File: src/rtl/hfa_pkg.sv
// hfa_pkg: shared codes and field widths for the hole fit allocator.
// No dependencies; imported by hole_fit_allocator_unit.
package hfa_pkg;

  localparam int TARGET_W = 4;
  localparam int AMOUNT_W = 16;
  localparam int HOLE_W   = 4;
  localparam int REMAIN_W = 16;
  localparam int COUNT_W  = 5;
  localparam int POLICY_W = 2;
  localparam int CFG_AW   = 3;
  localparam int CFG_DW   = 32;

  typedef enum logic [POLICY_W-1:0] {
    POL_FIRST = 2'd0,
    POL_NEXT  = 2'd1,
    POL_BEST  = 2'd2,
    POL_WORST = 2'd3
  } policy_t;

  localparam logic FUNC_LOAD  = 1'b0;
  localparam logic FUNC_ALLOC = 1'b1;

  // register index as taken from paddr[2]
  localparam logic REG_POLICY     = 1'b0;
  localparam logic REG_HOLE_COUNT = 1'b1;

  localparam logic [COUNT_W-1:0] HOLE_COUNT_RST = 5'd16;

endpackage

File: src/rtl/hole_fit_allocator_unit.sv
// hole_fit_allocator_unit: hole table with first/next/best/worst fit allocation.
// Depends on hfa_pkg (codes, field widths).
//
// Usage: words enter on the s_ stream group, results leave on the m_ group.
// s_tuser is func: a load word writes target_hole's size, an allocate word
// asks for amount and is served from one hole by the configured policy.
// Every input word yields exactly one result word (ok, chosen_hole, remaining).
// A load moves through ST_FINISH, where its result enters the output register
// and m_tvalid rises. An allocate scans the holes in use through one
// registered table read port and one shared compare unit, one hole per cycle,
// then writes back in ST_UPDATE before ST_FINISH. s_tready is high only while
// the unit is idle, so no new word is taken until the last one has left
// ST_FINISH; an allocate is bound by the serial scan through the single read port.
// The result sits in an output register; if m_tready is low the next word
// is still taken, and its result waits until the output register is free.
// Reset (rst, synchronous) empties all holes, clears the next fit pointer,
// sets policy to first fit and hole_count to 16. The APB port sets policy
// (offset 0) and hole_count (offset 4) and must only be written while idle.
module hole_fit_allocator_unit #(
  parameter int NUM_HOLES = 16,
  parameter int SIZE_BITS = 16
) (
  input  logic                        clk,
  input  logic                        rst,
  input  logic                        s_tvalid,
  output logic                        s_tready,
  input  logic [23:0]                 s_tdata,   // [3:0] target_hole, [19:4] amount
  input  logic [0:0]                  s_tuser,   // [0] func
  output logic                        m_tvalid,
  input  logic                        m_tready,
  output logic [23:0]                 m_tdata,   // [3:0] chosen_hole, [19:4] remaining
  output logic [0:0]                  m_tuser,   // [0] ok
  input  logic                        psel,
  input  logic                        penable,
  input  logic                        pwrite,
  input  logic [hfa_pkg::CFG_AW-1:0]  paddr,
  input  logic [hfa_pkg::CFG_DW-1:0]  pwdata,
  output logic [hfa_pkg::CFG_DW-1:0]  prdata,
  output logic                        pready
);
  import hfa_pkg::*;

  localparam int IDXW = $clog2(NUM_HOLES);
  localparam int CNTW = $clog2(NUM_HOLES + 1);
  localparam int CMPW = (SIZE_BITS > AMOUNT_W) ? SIZE_BITS : AMOUNT_W;

  typedef enum logic [1:0] {
    ST_IDLE,
    ST_SCAN,
    ST_UPDATE,
    ST_FINISH
  } state_t;

  state_t                state;
  policy_t               policy;
  logic [COUNT_W-1:0]    hole_count;
  logic [IDXW-1:0]       np;

  logic [SIZE_BITS-1:0]  mem [NUM_HOLES];
  logic [NUM_HOLES-1:0]  valid;
  logic [SIZE_BITS-1:0]  rd_data;
  logic                  rd_vld;

  logic                  iss_on;
  logic [IDXW-1:0]       iss_pos;
  logic [CNTW-1:0]       iss_k;
  logic [CNTW-1:0]       cnt;
  logic                  cmp_on;
  logic                  cmp_last;
  logic [IDXW-1:0]       cmp_pos;

  logic [AMOUNT_W-1:0]   req;
  logic                  found;
  logic [IDXW-1:0]       pick;
  logic [SIZE_BITS-1:0]  pick_sz;

  logic                  res_ok;
  logic [HOLE_W-1:0]     res_hole;
  logic [REMAIN_W-1:0]   res_rem;

  logic                  in_func;
  logic [TARGET_W-1:0]   in_target;
  logic [AMOUNT_W-1:0]   in_amount;
  logic                  in_fire;
  logic                  tgt_ok;
  logic [SIZE_BITS-1:0]  load_sz;
  logic [CNTW-1:0]       cnt_eff;
  logic [IDXW-1:0]       start_pos;
  logic [IDXW-1:0]       pos_step;
  logic [SIZE_BITS-1:0]  sz;
  logic                  fits;
  logic                  take;
  logic [SIZE_BITS-1:0]  new_sz;
  logic                  wr_en;
  logic [IDXW-1:0]       wr_addr;
  logic [SIZE_BITS-1:0]  wr_data;
  logic                  cfg_wr;

  assign in_func   = s_tuser[0];
  assign in_target = s_tdata[3:0];
  assign in_amount = s_tdata[19:4];
  assign s_tready  = (state == ST_IDLE);
  assign in_fire   = s_tvalid && s_tready;
  assign tgt_ok    = (32'(in_target) < NUM_HOLES);
  assign load_sz   = SIZE_BITS'(in_amount);

  assign pready = 1'b1;
  assign cfg_wr = psel && penable && pwrite && pready;

  always_comb begin
    if (paddr[2] == REG_POLICY) begin
      prdata = CFG_DW'(policy);
    end else begin
      prdata = CFG_DW'(hole_count);
    end
  end

  always_comb begin
    if (hole_count == '0) begin
      cnt_eff = CNTW'(1);
    end else if (32'(hole_count) > NUM_HOLES) begin
      cnt_eff = CNTW'(NUM_HOLES);
    end else begin
      cnt_eff = CNTW'(hole_count);
    end
  end

  assign start_pos = (policy == POL_NEXT && 32'(np) < 32'(cnt_eff)) ? np : '0;
  assign pos_step  = (32'(iss_pos) + 1 == 32'(cnt)) ? '0 : IDXW'(32'(iss_pos) + 1);

  // shared compare unit
  assign sz   = rd_vld ? rd_data : '0;
  assign fits = (CMPW'(sz) >= CMPW'(req));
  always_comb begin
    case (policy)
      POL_FIRST, POL_NEXT: take = fits && !found;
      POL_BEST:            take = fits && (!found || sz < pick_sz);
      POL_WORST:           take = fits && (!found || sz > pick_sz);
      default:             take = 1'b0;
    endcase
  end

  assign new_sz = SIZE_BITS'(CMPW'(pick_sz) - CMPW'(req));

  always_comb begin
    wr_en   = 1'b0;
    wr_addr = IDXW'(in_target);
    wr_data = load_sz;
    if (state == ST_IDLE) begin
      wr_en = in_fire && (in_func == FUNC_LOAD) && tgt_ok;
    end else if (state == ST_UPDATE) begin
      wr_en   = found;
      wr_addr = pick;
      wr_data = new_sz;
    end
  end

  always_ff @(posedge clk) begin
    if (wr_en) begin
      mem[wr_addr] <= wr_data;
    end
    rd_data <= mem[iss_pos];
  end

  always_ff @(posedge clk) begin
    if (rst) begin
      valid  <= '0;
      rd_vld <= 1'b0;
    end else begin
      rd_vld <= valid[iss_pos];
      if (wr_en) begin
        valid[wr_addr] <= 1'b1;
      end
    end
  end

  always_ff @(posedge clk) begin
    if (rst) begin
      state      <= ST_IDLE;
      policy     <= POL_FIRST;
      hole_count <= HOLE_COUNT_RST;
      np         <= '0;
      iss_on     <= 1'b0;
      cmp_on     <= 1'b0;
      cmp_last   <= 1'b0;
      found      <= 1'b0;
      m_tvalid   <= 1'b0;
    end else begin
      if (cfg_wr) begin
        if (paddr[2] == REG_POLICY) begin
          policy <= policy_t'(pwdata[POLICY_W-1:0]);
        end else begin
          hole_count <= pwdata[COUNT_W-1:0];
        end
      end

      if (state == ST_FINISH && (!m_tvalid || m_tready)) begin
        m_tvalid <= 1'b1;
      end else if (m_tready) begin
        m_tvalid <= 1'b0;
      end

      case (state)
        ST_IDLE: begin
          if (in_fire) begin
            req   <= in_amount;
            found <= 1'b0;
            if (in_func == FUNC_LOAD) begin
              res_ok   <= tgt_ok;
              res_hole <= tgt_ok ? in_target : '0;
              res_rem  <= tgt_ok ? REMAIN_W'(load_sz) : '0;
              state    <= ST_FINISH;
            end else begin
              cnt     <= cnt_eff;
              iss_pos <= start_pos;
              iss_k   <= '0;
              iss_on  <= 1'b1;
              state   <= ST_SCAN;
            end
          end
        end
        ST_SCAN: begin
          cmp_on   <= iss_on;
          cmp_pos  <= iss_pos;
          cmp_last <= iss_on && (iss_k == CNTW'(cnt - CNTW'(1)));
          if (iss_on) begin
            iss_pos <= pos_step;
            iss_k   <= CNTW'(iss_k + CNTW'(1));
            if (iss_k == CNTW'(cnt - CNTW'(1))) begin
              iss_on <= 1'b0;
            end
          end
          if (cmp_on) begin
            if (take) begin
              found   <= 1'b1;
              pick    <= cmp_pos;
              pick_sz <= sz;
            end
            if (cmp_last) begin
              state <= ST_UPDATE;
            end
          end
        end
        ST_UPDATE: begin
          res_ok   <= found;
          res_hole <= found ? HOLE_W'(pick) : '0;
          res_rem  <= found ? REMAIN_W'(new_sz) : '0;
          if (found && policy == POL_NEXT) begin
            np <= pick;
          end
          state <= ST_FINISH;
        end
        ST_FINISH: begin
          if (!m_tvalid || m_tready) begin
            m_tdata <= {4'b0, res_rem, res_hole};
            m_tuser <= res_ok;
            state   <= ST_IDLE;
          end
        end
        default: begin
          state <= ST_IDLE;
        end
      endcase
    end
  end

endmodule
File: config.mk
export PLATFORM = sky130hd
export DESIGN_NAME = hole_fit_allocator_unit
export DESIGN_NICKNAME = d
export VERILOG_FILES = /design/src/rtl/hfa_pkg.sv /design/src/rtl/hole_fit_allocator_unit.sv
export SDC_FILE = /design/constraint.sdc
export NUM_CORES = 1
export LEC_CHECK = 0
export BUFFER_PORTS_ARGS = -buffer_cell sky130_fd_sc_hd__buf_2
export CAP_MARGIN = 20
export CORE_AREA = 2 2 180 182
export CTS_BUF_LIST = sky130_fd_sc_hd__clkbuf_4 sky130_fd_sc_hd__clkbuf_8
export CTS_CLUSTER_DIAMETER = 80
export DETAILED_ROUTE_END_ITERATION = 8
export DIE_AREA = 0 0 182 184
export PLACE_DENSITY = 0.73
export SLEW_MARGIN = 20
export SYNTH_ARGS = -nofsm -noshare
export SYNTH_HDL_FRONTEND = slang
export SYNTH_SLANG_ARGS = --single-unit
File: constraint.sdc
create_clock -name clk -period 9.12 [get_ports clk]
set_clock_uncertainty 0.2 [all_clocks]
set_input_delay 0.912 -clock clk [delete_from_list [all_inputs] [get_ports clk]]
set_output_delay 0.912 -clock clk [all_outputs]
set_load 0.01 [all_outputs]
==> impl_metrics.toml, run 1 <==
[drt]
drc = 0
wirelength_mm = 34.2
ant_nets = 0
drt-pass1-iter-count = 5
drtIter0Drc = 656
wire_per_inst_um = 20.8
routed_via_density = 5.72
vias = 9393

[sta]
fmax_mhz = 252
period_share_pct = 43.4
fin_tns_setup_ns = 0
rsz0062_at_grt = "false"
worstMarginPinSlew_ns = 1.13
max_slew_margin_pct = 24.1
hold_viol = 0
finalMaxSlewViolations = 0
hold_slack_ns = 0.214
period_needed_ns = 3.96
setup_viol = 0

[clock_network]
holdBufCountCts = 0
htreeDepth = 2
cts_resized = 0
cts-root-buf = "clkbuf_8"
cts.path.max_buffers = 3
cts.sinks = 403
numCtsBuffers = 61
cts_tree = "built"
clk_latency_ns = 0.65
cts_setup_buffers = 0
clk_pin_slew_worst_paths_ns = 0.06

[final_layout]
final_nets = 1309
syn_to_final_growth_pct = 12.8
drive_gt1_share_pct = 26.1
final_cell_area_um2 = 19400
final_util_pct = 61.7
diodes = 0

[power_and_ir_drop]
ir_worst_vdd_uv = 119
p_leak_nw = 7.11
switching_share_pct = 26.0
cellPowerDensity_nw_per_um2 = 241
internal_power_mw = 3.46
pwr-share-seq_pct = 49.0
p_clk_share_pct = 33.9
p_switching_mw = 1.22
power_frac_comb_pct = 17.1

[yosys]
syn_avg_cell_area_um2 = 16.0
synth_cell_type_count = 61
yosys_warnings = 0
synth.top_cell.area_share_pct = 61.6
ys_seq_area_share_pct = 67.5
ys_top_cells_by_area = "edfxtp_1, mux4_2, dfxtp_1, ha_1, nor2_1"
netlist_area_um2 = 17200
synth-edff-count = 352
netlist.top_cell.by_area = "edfxtp_1"
synthArstFlopShare_pct = 0
ys.flop_type = "edfxtp_1"
synth-seq-cells = 403
synth_cells = 1071

[place]
portBuffers = 61
hpwlAfterDp_mm = 21.3
placed_area_um2 = 18000
gp_congestion = 0.899

[worst_hold_path]
hold_start = "res_rem[12]$_DFFE_PP_"
hold_path.class = "reg2reg"
min_path_cells = 0
hold_end = "m_tdata[16]$_DFFE_PP_"

[critical_path]
cp-end-kind = "flip-flop"
critical_path_arrival_ns = 4.07
regToRegSetupSlack_ns = 5.16
worstReg2RegStart = "rd_vld$_SDFF_PP0_"
required_ns = 9.23
criticalPathCategory = "reg2reg"
crit_fanout = 16
r2r_end = "pick_sz[7]$_DFFE_PP_"
critPathLaunchType = "flip-flop"
worst_r2r_path_depth = 8

[floorplan]
start_util_pct = 54.7
core_um2 = 31400
ioPinCount = 127
placementRows = 65
die_width_um = 182
dieArea_um2 = 33500
die_h_um = 184

[grt]
overflow = 0
grt_pass1_vias = 9266
antenna_found_initial = 0
grt_pass1_wl_mm = 52.1
grt_start_max_net_pins = 72
grt_usage_pct = 20.7

[job]
maxCapViolCount = 0

[run_status]
status = "finished, final reports clean"
## critical path, cell delays in order, from the launching register on
cell and delay, ns:
dfxtp_1 0.65, and2_1 0.29, ha_1 0.25, and2_4 0.16
a221o_1 0.37, or4b_1 0.57, o211a_1 0.24, a221oi_2 0.58
buf_4 0.35
## cell usage in the layout (no fill, tap or decap), types with 15 or more instances in the layout
master,count
a21oi_1,24
and2_1,19
nor2_2,17
edfxtp_1,352
dfxtp_1,51
conb_1,32
ha_1,54
clkbuf_8,76
buf_4,33
inv_1,62
nand2_1,48
nor2_1,65
buf_2,61
mux4_2,85
clkbuf_4,27
o21ai_0,22
o2bb2ai_1,15
## area by class of cell
class                   count  area [µm²]
clock inverters            13         124
flip-flops and latches    403       11600
well taps                 402         503
repair buffers             94         553
clock buffers             103        1250
fillers                  2250       12000
inverters                  62         233
multi-input cells         565        5110
## per-stage QoR
stage | instances | total power, mW | worst slack [ns]
CTS | 1642 | 4.71 | 5.11
floorplan | 1101 | 2.90 | 5.31
global route | 1642 | 4.87 | 4.98
global placement | 1526 | 3.11 | 5.18
finish | 1642 | 4.67 | 5.16
detailed placement | 1526 | 3.13 | 5.12
## kinds of logic (layout without fill, tap and decap cells)
family / Yosys count / after routing / share of synthesized area, %
flops: 403 / 403 / 67.5
fa+ha+maj: 56 / 56 / 4.11
simple gates: 213 / 213 / 5.79
compound gates: 138 / 138 / 5.43
xor+xnor: 28 / 28 / 1.43
other cells: 2 / 32 / 0.0437
mux: 98 / 98 / 11.9
buf+inv: 133 / 272 / 3.78
## cells in the mapped netlist (all sizes together) (2+ instances only)
cell type  instances
edfxtp           352
mux4              85
nor2              82
inv               62
ha                54
dfxtp             51
nand2             50
buf               46
o21ai             41
clkbuf            25
a21oi             24
and2              20
o2bb2ai           15
nand3             14
xnor2             14
xor2              14
mux2i             12
nor3              12
nand4             11
a31oi              8
a21o               7
o31ai              7
a211oi             6
nand2b             6
nor2b              5
nor3b              5
o21ba              4
a21boi             3
a221oi             3
o41ai              3
a2bb2oi            2
and3               2
conb               2
nand4b             2
o211a              2
o21a               2
o21bai             2
or3                2
## worst max path at each step
stage,endpoint,from,cells after the start,slack [ns]
2_1_floorplan,pick[0]$_DFFE_PP_,rd_vld$_SDFF_PP0_,8,5.31
3_3_place_gp,pick_sz[8]$_DFFE_PP_,rd_vld$_SDFF_PP0_,8,5.18
3_5_place_dp,pick_sz[8]$_DFFE_PP_,rd_vld$_SDFF_PP0_,8,5.12
4_1_cts,pick_sz[15]$_DFFE_PP_,rd_vld$_SDFF_PP0_,8,5.11
5_1_grt,pick_sz[6]$_DFFE_PP_,rd_vld$_SDFF_PP0_,8,4.98
6_report,pick_sz[7]$_DFFE_PP_,rd_vld$_SDFF_PP0_,8,5.16
## sequential cells by signal (all words and copies together), names as in the netlist, 5 cells and up
name / flops
mem: 256
m_tdata: 20
pick_sz: 16
rd_data: 16
req: 16
res_rem: 16
valid: 16
cnt: 5
hole_count: 5
iss_k: 5
## power by group through the flow
stage / clock [mW] / combinational, mW / sequential [mW]
after detailed placement: 0 / 0.801 / 2.33
final: 1.59 / 0.800 / 2.29
after global routing: 1.70 / 0.872 / 2.30
after global placement: 0 / 0.783 / 2.32
after floorplan: 0 / 0.590 / 2.31
after CTS: 1.62 / 0.801 / 2.29
## metal layers
layer	vias up	global-route usage (%)	wire length, µm
met3	61	3.70	2220
met5	-	0	0
met4	0	6.87	827
met2	314	34.1	16400
li1	4293	-	-
met1	4725	28.3	14800
Power figures use the tool's default switching activity.
==> run 2: changes to the inputs <==
--- a/config.mk
+++ b/config.mk
@@ -5,13 +5,14 @@
 export SDC_FILE = /design/constraint.sdc
 export NUM_CORES = 1
 export LEC_CHECK = 0
+export ABC_AREA = 1
 export BUFFER_PORTS_ARGS = -buffer_cell sky130_fd_sc_hd__buf_2
 export CAP_MARGIN = 20
-export CORE_AREA = 2 2 180 182
+export CORE_AREA = 2 2 182 184
 export CTS_BUF_LIST = sky130_fd_sc_hd__clkbuf_4 sky130_fd_sc_hd__clkbuf_8
 export CTS_CLUSTER_DIAMETER = 80
 export DETAILED_ROUTE_END_ITERATION = 8
-export DIE_AREA = 0 0 182 184
+export DIE_AREA = 0 0 184 186
 export PLACE_DENSITY = 0.73
 export SLEW_MARGIN = 20
 export SYNTH_ARGS = -nofsm -noshare
==> constraint.sdc (replaced) <==
create_clock -name clk -period 3.8 [get_ports clk]
set_clock_uncertainty 0.2 [all_clocks]
set_input_delay 0.38 -clock clk [delete_from_list [all_inputs] [get_ports clk]]
set_output_delay 0.38 -clock clk [all_outputs]
set_load 0.01 [all_outputs]
==> run 2 against run 1 <==
  * Die area rose by 2.2%
  * Non-clock buffer count grew 44
  * Highest routed layer unchanged
  * First-iteration DRC count is 58% higher
  * Largest power group unchanged
  * Sequential power is 140% higher
  * Critical path depth rose by 6
==> impl_metrics.toml, run 2 <==
[final_layout]
nFillCells = 2505
final_cell_area_um2 = 20100
largest_register_ffs = 256
largestRegisters = "mem: 256 flops, m_tdata: 20 flops"
layout_commonest_cell = "edfxtp_1"
top_register = "mem"
final_cell_mix = "edfxtp_1, nor2_1, o21ai_0, nand2_1, inv_1"
syn_to_final_growth_pct = 14.2
diodes = 0
final_cells = 2145
final_nets = 1808
drive_gt1_share_pct = 15.5

[yosys]
ys_seq_area_share_pct = 65.8
yosys_warnings = 0
syn_avg_cell_area_um2 = 11.4
synth_cells = 1548
ys_top_cells_by_area = "edfxtp_1, dfxtp_1, o21ai_0, nor2_1, ha_1"
synth-edff-count = 352
synth.top_cell.area_share_pct = 60.0
ys.flop_type = "edfxtp_1"
synth-seq-cells = 403
netlist.top_cell.by_area = "edfxtp_1"
synth_most_common_cell = "edfxtp_1"
netlist_area_um2 = 17600
synth_cell_type_count = 48
synthArstFlopShare_pct = 0
yosys-top-cells-count = "edfxtp_1, nor2_1, o21ai_0"

[critical_path]
crit_path_frequent_cell = "nand2_1"
crit_fanout = 16
path_buf_inv = 3
critPathTopFamily = "simple AND/OR/NAND/NOR gates"
cp-end-kind = "flip-flop"
cp_slowest_cell = "dfxtp_1"
critPathLaunchType = "flip-flop"
criticalPathCategory = "reg2reg"
critical_path_arrival_ns = 3.22
crit_chain = "buf_4 -> nand2_1 -> inv_1 -> ha_1 -> a21oi_1 -> o21ai_0 -> a31oi_1 -> nand2_1 -> nand2_1 -> nand3_1 -> nand2_1 -> nand2_1 -> nor2_1 -> buf_4"
max_stage_delay_ns = 0.51
required_ns = 3.87

[sta]
hold_viol = 0
hold_slack_ns = 0.0309
worstMarginPinSlew_ns = 0.913
rsz0062_at_grt = "false"
setup_viol = 0
max_slew_margin_pct = 39.1
finalMaxSlewViolations = 0
period_share_pct = 83.0
worst_slack_ns = 0.645
fin_tns_setup_ns = 0
period_needed_ns = 3.15
fmax_mhz = 317

[clock_network]
cts-root-buf = "clkbuf_8"
cts.sinks = 403
cts_setup_buffers = 0
numCtsBuffers = 69
htreeDepth = 3
cts.path.max_buffers = 3
clk_latency_ns = 0.60
clk_pin_slew_worst_paths_ns = 0.06
cts_tree = "built"

[drt]
drtIter0Drc = 1035
wire_per_inst_um = 19.5
drt-pass1-iter-count = 6
vias = 12200
drc = 0
routed_via_density = 5.67
wirelength_mm = 41.8
ant_nets = 0

[floorplan]
start_util_pct = 54.7
dieArea_um2 = 34200
placementRows = 66
die_h_um = 186
die_width_um = 184
core_um2 = 32200
ioPinCount = 127

[grt]
overflow = 0
grt_start_max_net_pins = 88
grt_pass1_wl_mm = 64.6
antenna_found_initial = 0
grt_pass1_vias = 12000
grt_usage_pct = 25.1

[place]
placed_area_um2 = 18400
post-place-cells = 1996
gp_congestion = 0.894
pre_cts_slack_ns = 0.643
portBuffers = 61
hpwlAfterDp_mm = 27.0

[job]
maxCapViolCount = 0

[power_and_ir_drop]
cellPowerDensity_nw_per_um2 = 601
p_leak_nw = 7.75
ir_worst_vdd_uv = 284

[worst_hold_path]
hold_path.class = "in2reg"

[run_status]
status = "finished, final reports clean"
run 2: tightest hold or removal path: cells and delay by family:
kind                   cells  cell delay, ns
AO/OA/AOI/OAI              2            0.19
buffers and inverters      1            0.13
AND/OR/NAND/NOR            1            0.09
run 2: through the flow:
step	total power [mW]	util, %
2_1_floorplan	7.31	-
3_5_place_dp	8.21	57.3
5_1_grt	12.6	62.4
6_report	12.1	62.4
3_3_place_gp	8.12	57.3
4_1_cts	12.1	62.4
run 2: layout make-up:
class / instances / area, µm² / area share, %
multi-input combinational: 934 / 5100 / 25.4
sequential: 403 / 11600 / 57.7
clock buffer: 97 / 1180 / 5.87
tap: 408 / 510 / 2.54
inverter: 140 / 529 / 2.63
clock inverter: 25 / 194 / 0.965
timing repair buffer: 138 / 988 / 4.92
run 2: timing repair:
item	CTS	global route
hold buffers	27	0
resized for setup	0	0
hold endpoints to repair	36	0
run 2: logic make-up after synthesis:
logic type                 share of synthesized area (%)
AOI/OAI and AO/OA                                   11.9
DFF                                                 65.8
and+or+nand+nor                                     11.2
adders and majority gates                           3.95
other                                             0.0427
buffers and inverters                               5.91
xor gates and xnor gates                            1.09
muxes                                             0.0569
run 2: final timing paths:
kind                                            start                    end  slack [ns]  depth (start not counted)
worst min-delay path                         s_tvalid     found$_SDFFE_PP0P_        0.03                          4
worst min register to register  res_rem[11]$_DFFE_PP_  m_tdata[15]$_DFFE_PP_        0.22                          0
worst max register to register      rd_vld$_SDFF_PP0_   pick_sz[5]$_DFFE_PP_        0.65                         14
worst max-delay path                rd_vld$_SDFF_PP0_   pick_sz[5]$_DFFE_PP_        0.65                         14
run 2: layer usage:
layer	vias up	GRT usage [%]	wire, µm
li1	5719	-	-
met1	5822	31.8	17300
met4	0	10.5	1240
met2	530	41.9	20100
met5	-	0	0
met3	86	5.48	3150
run 2: where the power goes:
group / internal [mW] / total (mW) / switching (mW)
sequential: 5.40 / 5.53 / 0.131
combinational: 0.753 / 2.65 / 1.90
clock: 2.21 / 3.89 / 1.68
total: 8.36 / 12.1 / 3.72
